## src/rtl/ppm_frame_decoder_top_macros.svh

```systemverilog
// Assertion helpers for the PPM frame decoder.
// Each use expects clk and arst_n in the enclosing module.
`ifndef PPM_FRAME_DECODER_TOP_MACROS_SVH
`define PPM_FRAME_DECODER_TOP_MACROS_SVH

// Same-cycle implication, checked out of reset.
`define PPM_ASSERT_IMP(label, ante, cons, msg) \
	label: assert property (@(posedge clk) disable iff (!arst_n) (ante) |-> (cons)) \
		else $error(msg);

// Next-cycle implication, checked out of reset.
`define PPM_ASSERT_NXT(label, ante, cons, msg) \
	label: assert property (@(posedge clk) disable iff (!arst_n) (ante) |=> (cons)) \
		else $error(msg);

`endif

```

## src/rtl/ppm_pkg.sv

```systemverilog
`timescale 1ns / 1ps

package ppm_pkg;

	localparam int CHANNELS_DEF = 8;

	localparam int PADDR_W = 5;
	localparam int DATA_W  = 32;
	localparam int TIME_W  = 32;
	localparam int WIDTH_W = 12;
	localparam int OUT_W   = 11;
	localparam int COUNT_W = 4;
	localparam int PICK_W  = 3;

	localparam logic [15:0]        SYNC_MIN_RST  = 16'd3000;
	localparam logic [WIDTH_W-1:0] PULSE_MIN_RST = 12'd800;
	localparam logic [WIDTH_W-1:0] PULSE_MAX_RST = 12'd2200;
	localparam logic [COUNT_W-1:0] MIN_CH_RST    = 4'd4;
	localparam logic [PICK_W-1:0]  THR_CH_RST    = 3'd0;
	localparam logic [PICK_W-1:0]  STR_CH_RST    = 3'd1;

	localparam logic [10:0]        CLAMP_LO = 11'd1000;
	localparam logic [10:0]        CLAMP_HI = 11'd2000;
	localparam logic signed [11:0] CENTER   = 12'sd1500;

	typedef enum logic [2:0] {
		REG_SYNC_MIN  = 3'd0,
		REG_PULSE_MIN = 3'd1,
		REG_PULSE_MAX = 3'd2,
		REG_MIN_CH    = 3'd3,
		REG_THR_CH    = 3'd4,
		REG_STR_CH    = 3'd5
	} ppm_reg_t;

	typedef struct packed {
		logic [15:0]        sync_min;
		logic [WIDTH_W-1:0] pulse_min;
		logic [WIDTH_W-1:0] pulse_max;
		logic [COUNT_W-1:0] min_channels;
		logic [PICK_W-1:0]  throttle_channel;
		logic [PICK_W-1:0]  steering_channel;
	} ppm_cfg_t;

	typedef struct packed {
		logic signed [OUT_W-1:0] throttle;
		logic signed [OUT_W-1:0] steering;
		logic [COUNT_W-1:0]      channel_count;
	} ppm_frame_t;

	// Clamp to 1000..2000, then map to (w - 1500) * 2.
	function automatic logic signed [OUT_W-1:0] ppm_center(input logic [WIDTH_W-1:0] w);
		logic [10:0]        wc;
		logic signed [11:0] d;
		if (w < {1'b0, CLAMP_LO}) begin
			wc = CLAMP_LO;
		end else if (w > {1'b0, CLAMP_HI}) begin
			wc = CLAMP_HI;
		end else begin
			wc = w[10:0];
		end
		d = $signed({1'b0, wc}) - CENTER;
		return $signed({d[9:0], 1'b0});
	endfunction

endpackage

```

## src/rtl/ppm_capture_if.sv

```systemverilog
`timescale 1ns / 1ps

interface ppm_capture_if;
	import ppm_pkg::*;

	logic              valid;
	logic              ready;
	logic [TIME_W-1:0] capture_time;

	modport source (output valid, output capture_time, input ready);
	modport sink (input valid, input capture_time, output ready);
endinterface

```

## src/rtl/ppm_frame_if.sv

```systemverilog
`timescale 1ns / 1ps

interface ppm_frame_if;
	import ppm_pkg::*;

	logic                    valid;
	logic                    ready;
	logic signed [OUT_W-1:0] throttle;
	logic signed [OUT_W-1:0] steering;
	logic [COUNT_W-1:0]      channel_count;

	modport source (output valid, output throttle, output steering, output channel_count,
		input ready);
	modport sink (input valid, input throttle, input steering, input channel_count,
		output ready);
endinterface

```

## src/rtl/ppm_frame_decoder_top.sv

```systemverilog
`timescale 1ns / 1ps

// PPM frame decoder: takes one rising-edge timestamp per capture beat, one beat per clock
// while cap.ready is high, and measures the interval from the previous capture mod 2^32.
// A gap of at least sync_min ends the frame; if at least min_channels pulses were stored,
// a frame beat with centered throttle and steering (-1000..1000) and the pulse count goes
// to the output register, or the skid register on a stall. Each capture is decoded by
// one subtract, a few compares and a slot write; the output holds up to two finished
// frames, so captures flow on while a frame waits and stop only when both are unclaimed.
// Registers sit on an APB port at byte offsets 0x00 sync_min, 0x04 pulse_min,
// 0x08 pulse_max, 0x0C min_channels, 0x10 throttle_channel, 0x14 steering_channel;
// write them only while no capture is in flight.
module ppm_frame_decoder_top #(
	parameter int CHANNELS = ppm_pkg::CHANNELS_DEF
) (
	input  logic                        clk,
	input  logic                        arst_n,
	input  logic                        psel,
	input  logic                        penable,
	input  logic                        pwrite,
	input  logic [ppm_pkg::PADDR_W-1:0] paddr,
	input  logic [ppm_pkg::DATA_W-1:0]  pwdata,
	output logic [ppm_pkg::DATA_W-1:0]  prdata,
	output logic                        pready,
	ppm_capture_if.sink                 cap,
	ppm_frame_if.source                 frame
);
	import ppm_pkg::*;

	ppm_cfg_t   cfg;
	ppm_frame_t res;
	logic       res_vld;
	logic       in_ready;

	assign pready = 1'b1;

	ppm_cfg_regs u_cfg (
		.clk    (clk),
		.arst_n (arst_n),
		.psel   (psel),
		.penable(penable),
		.pwrite (pwrite),
		.paddr  (paddr),
		.pwdata (pwdata),
		.prdata (prdata),
		.cfg    (cfg)
	);

	ppm_core #(
		.CHANNELS(CHANNELS)
	) u_core (
		.clk     (clk),
		.arst_n  (arst_n),
		.cfg     (cfg),
		.cap     (cap),
		.in_ready(in_ready),
		.res_vld (res_vld),
		.res     (res)
	);

	ppm_out_skid u_out (
		.clk     (clk),
		.arst_n  (arst_n),
		.push    (res_vld),
		.res     (res),
		.in_ready(in_ready),
		.frame   (frame)
	);

endmodule

```

## src/rtl/ppm_cfg_regs.sv

```systemverilog
`timescale 1ns / 1ps

module ppm_cfg_regs (
	input  logic                          clk,
	input  logic                          arst_n,
	input  logic                          psel,
	input  logic                          penable,
	input  logic                          pwrite,
	input  logic [ppm_pkg::PADDR_W-1:0]   paddr,
	input  logic [ppm_pkg::DATA_W-1:0]    pwdata,
	output logic [ppm_pkg::DATA_W-1:0]    prdata,
	output ppm_pkg::ppm_cfg_t             cfg
);
	import ppm_pkg::*;

	ppm_cfg_t cfg_q;
	ppm_reg_t reg_sel;
	logic     wr_en;

	assign reg_sel = ppm_reg_t'(paddr[PADDR_W-1:2]);
	assign wr_en   = psel && penable && pwrite;
	assign cfg     = cfg_q;

	always_ff @(posedge clk or negedge arst_n) begin
		if (!arst_n) begin
			cfg_q.sync_min         <= SYNC_MIN_RST;
			cfg_q.pulse_min        <= PULSE_MIN_RST;
			cfg_q.pulse_max        <= PULSE_MAX_RST;
			cfg_q.min_channels     <= MIN_CH_RST;
			cfg_q.throttle_channel <= THR_CH_RST;
			cfg_q.steering_channel <= STR_CH_RST;
		end else if (wr_en) begin
			case (reg_sel)
				REG_SYNC_MIN:  cfg_q.sync_min         <= pwdata[15:0];
				REG_PULSE_MIN: cfg_q.pulse_min        <= pwdata[WIDTH_W-1:0];
				REG_PULSE_MAX: cfg_q.pulse_max        <= pwdata[WIDTH_W-1:0];
				REG_MIN_CH:    cfg_q.min_channels     <= pwdata[COUNT_W-1:0];
				REG_THR_CH:    cfg_q.throttle_channel <= pwdata[PICK_W-1:0];
				REG_STR_CH:    cfg_q.steering_channel <= pwdata[PICK_W-1:0];
				default: begin
				end
			endcase
		end
	end

	always_comb begin
		prdata = '0;
		case (reg_sel)
			REG_SYNC_MIN:  prdata = DATA_W'(cfg_q.sync_min);
			REG_PULSE_MIN: prdata = DATA_W'(cfg_q.pulse_min);
			REG_PULSE_MAX: prdata = DATA_W'(cfg_q.pulse_max);
			REG_MIN_CH:    prdata = DATA_W'(cfg_q.min_channels);
			REG_THR_CH:    prdata = DATA_W'(cfg_q.throttle_channel);
			REG_STR_CH:    prdata = DATA_W'(cfg_q.steering_channel);
			default:       prdata = '0;
		endcase
	end

endmodule

```

## src/rtl/ppm_core.sv

```systemverilog
`timescale 1ns / 1ps
`include "ppm_frame_decoder_top_macros.svh"

module ppm_core #(
	parameter int CHANNELS = ppm_pkg::CHANNELS_DEF
) (
	input  logic                clk,
	input  logic                arst_n,
	input  ppm_pkg::ppm_cfg_t   cfg,
	ppm_capture_if.sink         cap,
	input  logic                in_ready,
	output logic                res_vld,
	output ppm_pkg::ppm_frame_t res
);
	import ppm_pkg::*;

	localparam int SLOT_W = $clog2(CHANNELS + 1);
	localparam int IDX_W  = $clog2(CHANNELS);

	logic [TIME_W-1:0]  last_q;
	logic [SLOT_W-1:0]  slot_q;
	logic [WIDTH_W-1:0] width_q [CHANNELS];

	logic [TIME_W-1:0]  delta;
	logic               acc;
	logic               is_sync;
	logic               in_win;
	logic               full;
	logic               wr_en;
	logic [IDX_W-1:0]   widx;
	logic [IDX_W-1:0]   thr_idx;
	logic [IDX_W-1:0]   str_idx;
	logic               thr_ok;
	logic               str_ok;
	logic [WIDTH_W-1:0] thr_w;
	logic [WIDTH_W-1:0] str_w;

	assign cap.ready = in_ready;
	assign acc       = cap.valid && in_ready;
	assign delta     = cap.capture_time - last_q;
	assign is_sync   = delta >= TIME_W'(cfg.sync_min);
	assign in_win    = (delta >= TIME_W'(cfg.pulse_min)) && (delta <= TIME_W'(cfg.pulse_max));
	assign full      = slot_q == SLOT_W'(CHANNELS);
	assign widx      = slot_q[IDX_W-1:0];
	assign wr_en     = acc && !is_sync && in_win && !full;

	assign thr_ok  = 32'(cfg.throttle_channel) < CHANNELS;
	assign str_ok  = 32'(cfg.steering_channel) < CHANNELS;
	assign thr_idx = IDX_W'(cfg.throttle_channel);
	assign str_idx = IDX_W'(cfg.steering_channel);
	assign thr_w   = thr_ok ? width_q[thr_idx] : '0;
	assign str_w   = str_ok ? width_q[str_idx] : '0;

	assign res_vld           = acc && is_sync && (32'(slot_q) >= 32'(cfg.min_channels));
	assign res.throttle      = ppm_center(thr_w);
	assign res.steering      = ppm_center(str_w);
	assign res.channel_count = COUNT_W'(slot_q);

	always_ff @(posedge clk or negedge arst_n) begin
		if (!arst_n) begin
			last_q <= '0;
			slot_q <= '0;
			for (int i = 0; i < CHANNELS; i++) begin
				width_q[i] <= '0;
			end
		end else if (acc) begin
			last_q <= cap.capture_time;
			if (is_sync) begin
				slot_q <= '0;
			end else if (wr_en) begin
				slot_q        <= slot_q + 1'b1;
				width_q[widx] <= delta[WIDTH_W-1:0];
			end
		end
	end

	`PPM_ASSERT_IMP(a_slot_bound, 1'b1, 32'(slot_q) <= CHANNELS, "slot index past channel count")
	`PPM_ASSERT_NXT(a_sync_clears, acc && is_sync, slot_q == '0, "sync gap did not clear slot")
	`PPM_ASSERT_NXT(a_pulse_adv, wr_en, 32'(slot_q) == 32'($past(slot_q)) + 1, "pulse did not advance slot")

endmodule

```

## src/rtl/ppm_out_skid.sv

```systemverilog
`timescale 1ns / 1ps
`include "ppm_frame_decoder_top_macros.svh"

module ppm_out_skid (
	input  logic                clk,
	input  logic                arst_n,
	input  logic                push,
	input  ppm_pkg::ppm_frame_t res,
	output logic                in_ready,
	ppm_frame_if.source         frame
);
	import ppm_pkg::*;

	logic       out_vld_q;
	logic       skid_vld_q;
	ppm_frame_t out_q;
	ppm_frame_t skid_q;
	logic       out_free;

	assign in_ready            = !skid_vld_q;
	assign out_free            = frame.ready || !out_vld_q;
	assign frame.valid         = out_vld_q;
	assign frame.throttle      = out_q.throttle;
	assign frame.steering      = out_q.steering;
	assign frame.channel_count = out_q.channel_count;

	always_ff @(posedge clk or negedge arst_n) begin
		if (!arst_n) begin
			out_vld_q  <= 1'b0;
			skid_vld_q <= 1'b0;
		end else if (out_free) begin
			out_vld_q  <= skid_vld_q || push;
			skid_vld_q <= 1'b0;
		end else if (push) begin
			skid_vld_q <= 1'b1;
		end
	end

	always_ff @(posedge clk) begin
		if (out_free) begin
			out_q <= skid_vld_q ? skid_q : res;
		end else if (push) begin
			skid_q <= res;
		end
	end

	`PPM_ASSERT_IMP(a_skid_behind_out, skid_vld_q, out_vld_q, "skid beat held with output empty")

endmodule

```

## src/flat_wrapper.sv

```systemverilog
// flat-port wrapper written by rule: the top's interface ports become plain ports
module ppm_frame_decoder_top_flat import ppm_pkg::*;
#(
	parameter int CHANNELS = ppm_pkg::CHANNELS_DEF
)
  (clk, arst_n, psel, penable, pwrite, paddr, pwdata, prdata, pready, cap_valid, cap_capture_time, cap_ready, frame_valid, frame_throttle, frame_steering, frame_channel_count, frame_ready);
  ppm_capture_if cap_i ();
  ppm_frame_if frame_i ();
  input  logic clk;
  input  logic arst_n;
  input  logic psel;
  input  logic penable;
  input  logic pwrite;
  input  logic [ppm_pkg::PADDR_W-1:0] paddr;
  input  logic [ppm_pkg::DATA_W-1:0] pwdata;
  output logic [ppm_pkg::DATA_W-1:0] prdata;
  output logic pready;
  input wire logic [$bits(cap_i.valid)-1:0] cap_valid;
  input wire logic [$bits(cap_i.capture_time)-1:0] cap_capture_time;
  output wire logic [$bits(cap_i.ready)-1:0] cap_ready;
  output wire logic [$bits(frame_i.valid)-1:0] frame_valid;
  output wire logic [$bits(frame_i.throttle)-1:0] frame_throttle;
  output wire logic [$bits(frame_i.steering)-1:0] frame_steering;
  output wire logic [$bits(frame_i.channel_count)-1:0] frame_channel_count;
  input wire logic [$bits(frame_i.ready)-1:0] frame_ready;
  assign cap_i.valid = cap_valid;
  assign cap_i.capture_time = cap_capture_time;
  assign cap_ready = cap_i.ready;
  assign frame_valid = frame_i.valid;
  assign frame_throttle = frame_i.throttle;
  assign frame_steering = frame_i.steering;
  assign frame_channel_count = frame_i.channel_count;
  assign frame_i.ready = frame_ready;
  ppm_frame_decoder_top #(.CHANNELS(CHANNELS)) u_core (.clk(clk), .arst_n(arst_n), .psel(psel), .penable(penable), .pwrite(pwrite), .paddr(paddr), .pwdata(pwdata), .prdata(prdata), .pready(pready), .cap(cap_i), .frame(frame_i));
endmodule
```

## config.mk

```make
export PLATFORM = sky130hd
export DESIGN_NAME = ppm_frame_decoder_top_flat
export DESIGN_NICKNAME = d
export VERILOG_FILES = /design/src/rtl/ppm_pkg.sv /design/src/rtl/ppm_capture_if.sv /design/src/rtl/ppm_frame_if.sv /design/src/rtl/ppm_frame_decoder_top.sv /design/src/rtl/ppm_cfg_regs.sv /design/src/rtl/ppm_core.sv /design/src/rtl/ppm_out_skid.sv /design/src/flat_wrapper.sv
export VERILOG_INCLUDE_DIRS = /design/src /design/src/rtl
export SDC_FILE = /design/constraint.sdc
export NUM_CORES = 1
export LEC_CHECK = 0
export BUFFER_PORTS_ARGS = -buffer_cell sky130_fd_sc_hd__buf_2
export CELL_PAD_IN_SITES_DETAIL_PLACEMENT = 1
export CELL_PAD_IN_SITES_GLOBAL_PLACEMENT = 1
export CORE_MARGIN = 1.5
export CORE_UTILIZATION = 49
export CTS_CLUSTER_SIZE = 14
export DETAILED_ROUTE_END_ITERATION = 12
export PLACE_DENSITY = 0.89
export SLEW_MARGIN = 5
export SYNTH_ARGS = -nofsm -noshare
export SYNTH_HDL_FRONTEND = slang
export SYNTH_HIERARCHICAL = 1
export SYNTH_SLANG_ARGS = --single-unit
```

## constraint.sdc

```tcl
create_clock -name clk -period 6.3 [get_ports clk]
set_input_delay 1.26 -clock clk [delete_from_list [all_inputs] [get_ports clk]]
set_output_delay 1.26 -clock clk [all_outputs]
set_load 0.005 [all_outputs]
```

==> reports/metrics.cfg <==
[floorplan]
start_util = 0.4973
ios = 137
rows = 64
fp.dieH_um = 179.0
core-area_sq_um = 30510
dieArea_sq_um = 32020
die_x_um = 179.0

[sta]
max-slew-margin-rel = 0.2824
fmax_ghz = 0.1650
fin_skew_ns = 0.02718
post-route-period-util = 0.9620
finalHoldViolCount = 0
period_needed_ns = 6.061
holdWs_ns = 0.5051
tightest_slew_ns = 1.076
fin_ws_ns = 0.2392
setup_viol = 0
finalMaxSlewViolations = 0
rsz0062_at_grt = no

[synthesis]
syn_area_per_cell_sq_um = 12.12
synth-seq-cells = 236
synth_top_cells_by_area = dfrtp_1 28%, edfxtp_1 10%, mux2_4 9.0%
synth_top_area_frac = 0.2771
netlist_area_sq_um = 15170
seq_area_frac_synth = 0.4078
yosys.cell_types.count = 76
synth_area_leader_cell = dfrtp_1
synth_edf_count = 52
synth_cells = 1252
synthFlopType = dfrtp_1
yosys_warnings = 6
async_flop_share = 0.7797

[routing]
antenna_left = 0
drc_errors = 0
routed_wl_mm = 43.22
drt_iter0_drc = 465
drt_first_pass_iters = 4
vias = 10909
avgRoutedWirePerCell_um = 23.97
vias_per_cell = 6.050

[pwr]
power_density_nw_per_um2 = 299.9
ir_drop_v = 0.0002671
p_leak_nw = 8.148
power.total_mw = 5.172

[worst_hold_path]
hp-class = register to register

[clock_network]
clk_pin_slew_ns = 0.06
cts_tree = done
cts-resized-gates = 0
cts_setup_buffers = 0
clock_latency_ns = 0.56
cts_buffer_depth = 3
clock-sinks = 236
ctsHtreeMaxLevel = 1
ctsHoldBuffers = 0
root_buffer = clkbuf_16
numCtsBuffers = 27

[global_routing]
grt_pass1_wl_mm = 68.23
gr-usage-all-layers = 0.2780
grt_use_met1 = 0.3168
antenna_found_initial = 0
met3_usage = 0.03944
grt_remaining_overflow = 0
grt_max_degree = 88
grtUsageMet2 = 0.5066
first_global_vias = 12057
gr-max-usage-layer = met2

[placement]
gp_congestion = 0.9063
dp_hpwl_mm = 29.71
dpl.cell_count = 1753
dp_slack_ns = -0.2304
io_buffers = 101

[cells_and_area]
final_nets = 1542
area_delta_synth_final_pct = 13.69
instances_no_fill = 1803
n_antenna_cell = 0
drive_above_1_share = 0.3511

[outcome]
status = finished, final reports clean

[critical_path]
arrival_ns = 6.48
crit_chain = buf_2 -> inv_1 -> ha_1 -> inv_1 -> fa_1 -> a211oi_1 -> buf_4 -> o211ai_1 -> nand2_1 -> nand2_1 -> xor2_1 -> ha_1 -> o2111ai_1 -> or4_1 -> o211ai_1 -> a311o_1 -> or4b_1 -> a2111oi_0 -> and4bb_1 -> buf_12 -> and3_1 -> buf_12 -> mux2_1
critPathMaxFanout = 12
max_stage_delay_ns = 0.49
end_kind = register
cp-start-kind = primary input
cpMaxStageDelayCell = or4b_1
worst-path-buf-inv = 6
critical-path-top-delay-family = compound AO/OA/AOI/OAI gates
cp.required_ns = 6.72
worstSetupPathType = primary input to register

[run]
drv_cap = 0

worst paths after layout:
path                                          start                   endpoint  slack (ns)  depth (start not counted)
setup / recovery                cap_capture_time[0]   u_core/u_core/width_q[7]        0.24                         23
hold / removal             u_core/u_core/last_q[23]   u_core/u_core/last_q[23]        0.51                          1
setup reg to reg            u_core/u_core/last_q[0]   u_core/u_core/width_q[7]        0.83                         21
hold reg to reg            u_core/u_core/last_q[23]   u_core/u_core/last_q[23]        0.51                          1
max in group asynchronous                    arst_n   u_core/u_core/last_q[10]        4.20                          2
min in group asynchronous                    arst_n  u_core/u_core/width_q[89]        0.79                          1
layout by cell type (no fill, tap or decap), types with 45 or more instances in the layout:
cell type	n
edfxtp_1	52
buf_2	100
ha_1	79
buf_4	51
nor2_1	45
mux2_2	101
nand2_1	59
mux2_4	91
a21oi_1	75
inv_1	104
dfrtp_1	168
mux4_2	48
report_power, final:
part           total [mW]  internal (mW)  switching (mW)
Combinational        1.67          0.716           0.952
Clock                1.63          0.955           0.677
Sequential           1.87           1.72           0.155
Total                5.17           3.39            1.78
logic make-up after synthesis:
| kind of cell | synth area share |
|---|---|
| flops | 0.4078 |
| mux | 0.2765 |
| other cells | 0.0007422 |
| buf+inv | 0.05889 |
| simple gates | 0.08850 |
| compound gates | 0.08379 |
| fa+ha+maj | 0.06647 |
| xor+xnor | 0.01732 |
stage by stage:
| step | utilization | TNS [ns] | instance area (sq um) |
|---|---|---|---|
| 6_report | 0.5653 | 0 | 17250 |
| 5_1_grt | 0.5653 | 0 | 17250 |
| 4_1_cts | 0.5652 | 0 | 17250 |
| 3_5_place_dp | 0.5356 | -13.75 | 16340 |
| 3_3_place_gp | 0.5356 | -11.36 | 16340 |
| 2_1_floorplan | - | 0 | 15230 |
cell type report:
| cell class | instances | area, sq um |
|---|---|---|
| flip-flops and latches | 236 | 6186 |
| clock inverters | 19 | 214.0 |
| inverters | 104 | 390.4 |
| clock buffers | 31 | 690.7 |
| repair buffers | 163 | 1115 |
| fillers | 3145 | 13260 |
| multi-input cells | 854 | 8157 |
| well taps | 396 | 495.5 |
state kept, by name, indices dropped and copies added, names as in the netlist:
register	count
u_core/u_core/last_q	32
u_core/u_out/frame.throttle	11
u_core/u_core/width_q	96
u_core/u_out/frame.valid	1
u_core/u_core/slot_q	4
u_core/u_out/skid_q	26
u_core/u_out/frame.channel_count	4
u_core/u_out/skid_vld_q	1
u_core/u_cfg/cfg	50
u_core/u_out/frame.steering	11
worst reg2reg max path, delay by kind of cell (launching register included):
family / cells / cell delay [ns]
adders and majority gates: 3 / 0.85
xor gates and xnor gates: 1 / 0.24
DFF: 1 / 0.36
and+or+nand+nor: 6 / 1.45
AOI/OAI and AO/OA: 6 / 1.51
muxes: 1 / 0.36
buffers and inverters: 4 / 0.57
cells in the mapped netlist, types with 14 or more instances:
library cell	count
a21o_1	20
mux2_4	91
nor3_1	17
dfstp_2	16
a21oi_1	75
nand2b_1	14
mux2i_1	43
dfrtp_1	168
nand2_1	59
mux2_2	101
nor2_1	47
inv_1	104
xnor2_1	15
xor2_1	15
edfxtp_1	52
buf_4	20
clkbuf_1	27
ha_1	79
o21ai_0	24
mux4_2	48
metal layers:
metal  wire [um]  up-vias  part of all wire
li1            -     4827                 -
met1       16530     5569              0.38
met2       22600      360              0.52
met3        1870      153             0.043
met4        2228        0             0.052
met5           0        -                 0
No activity file was read; power rests on OpenSTA's default activity.
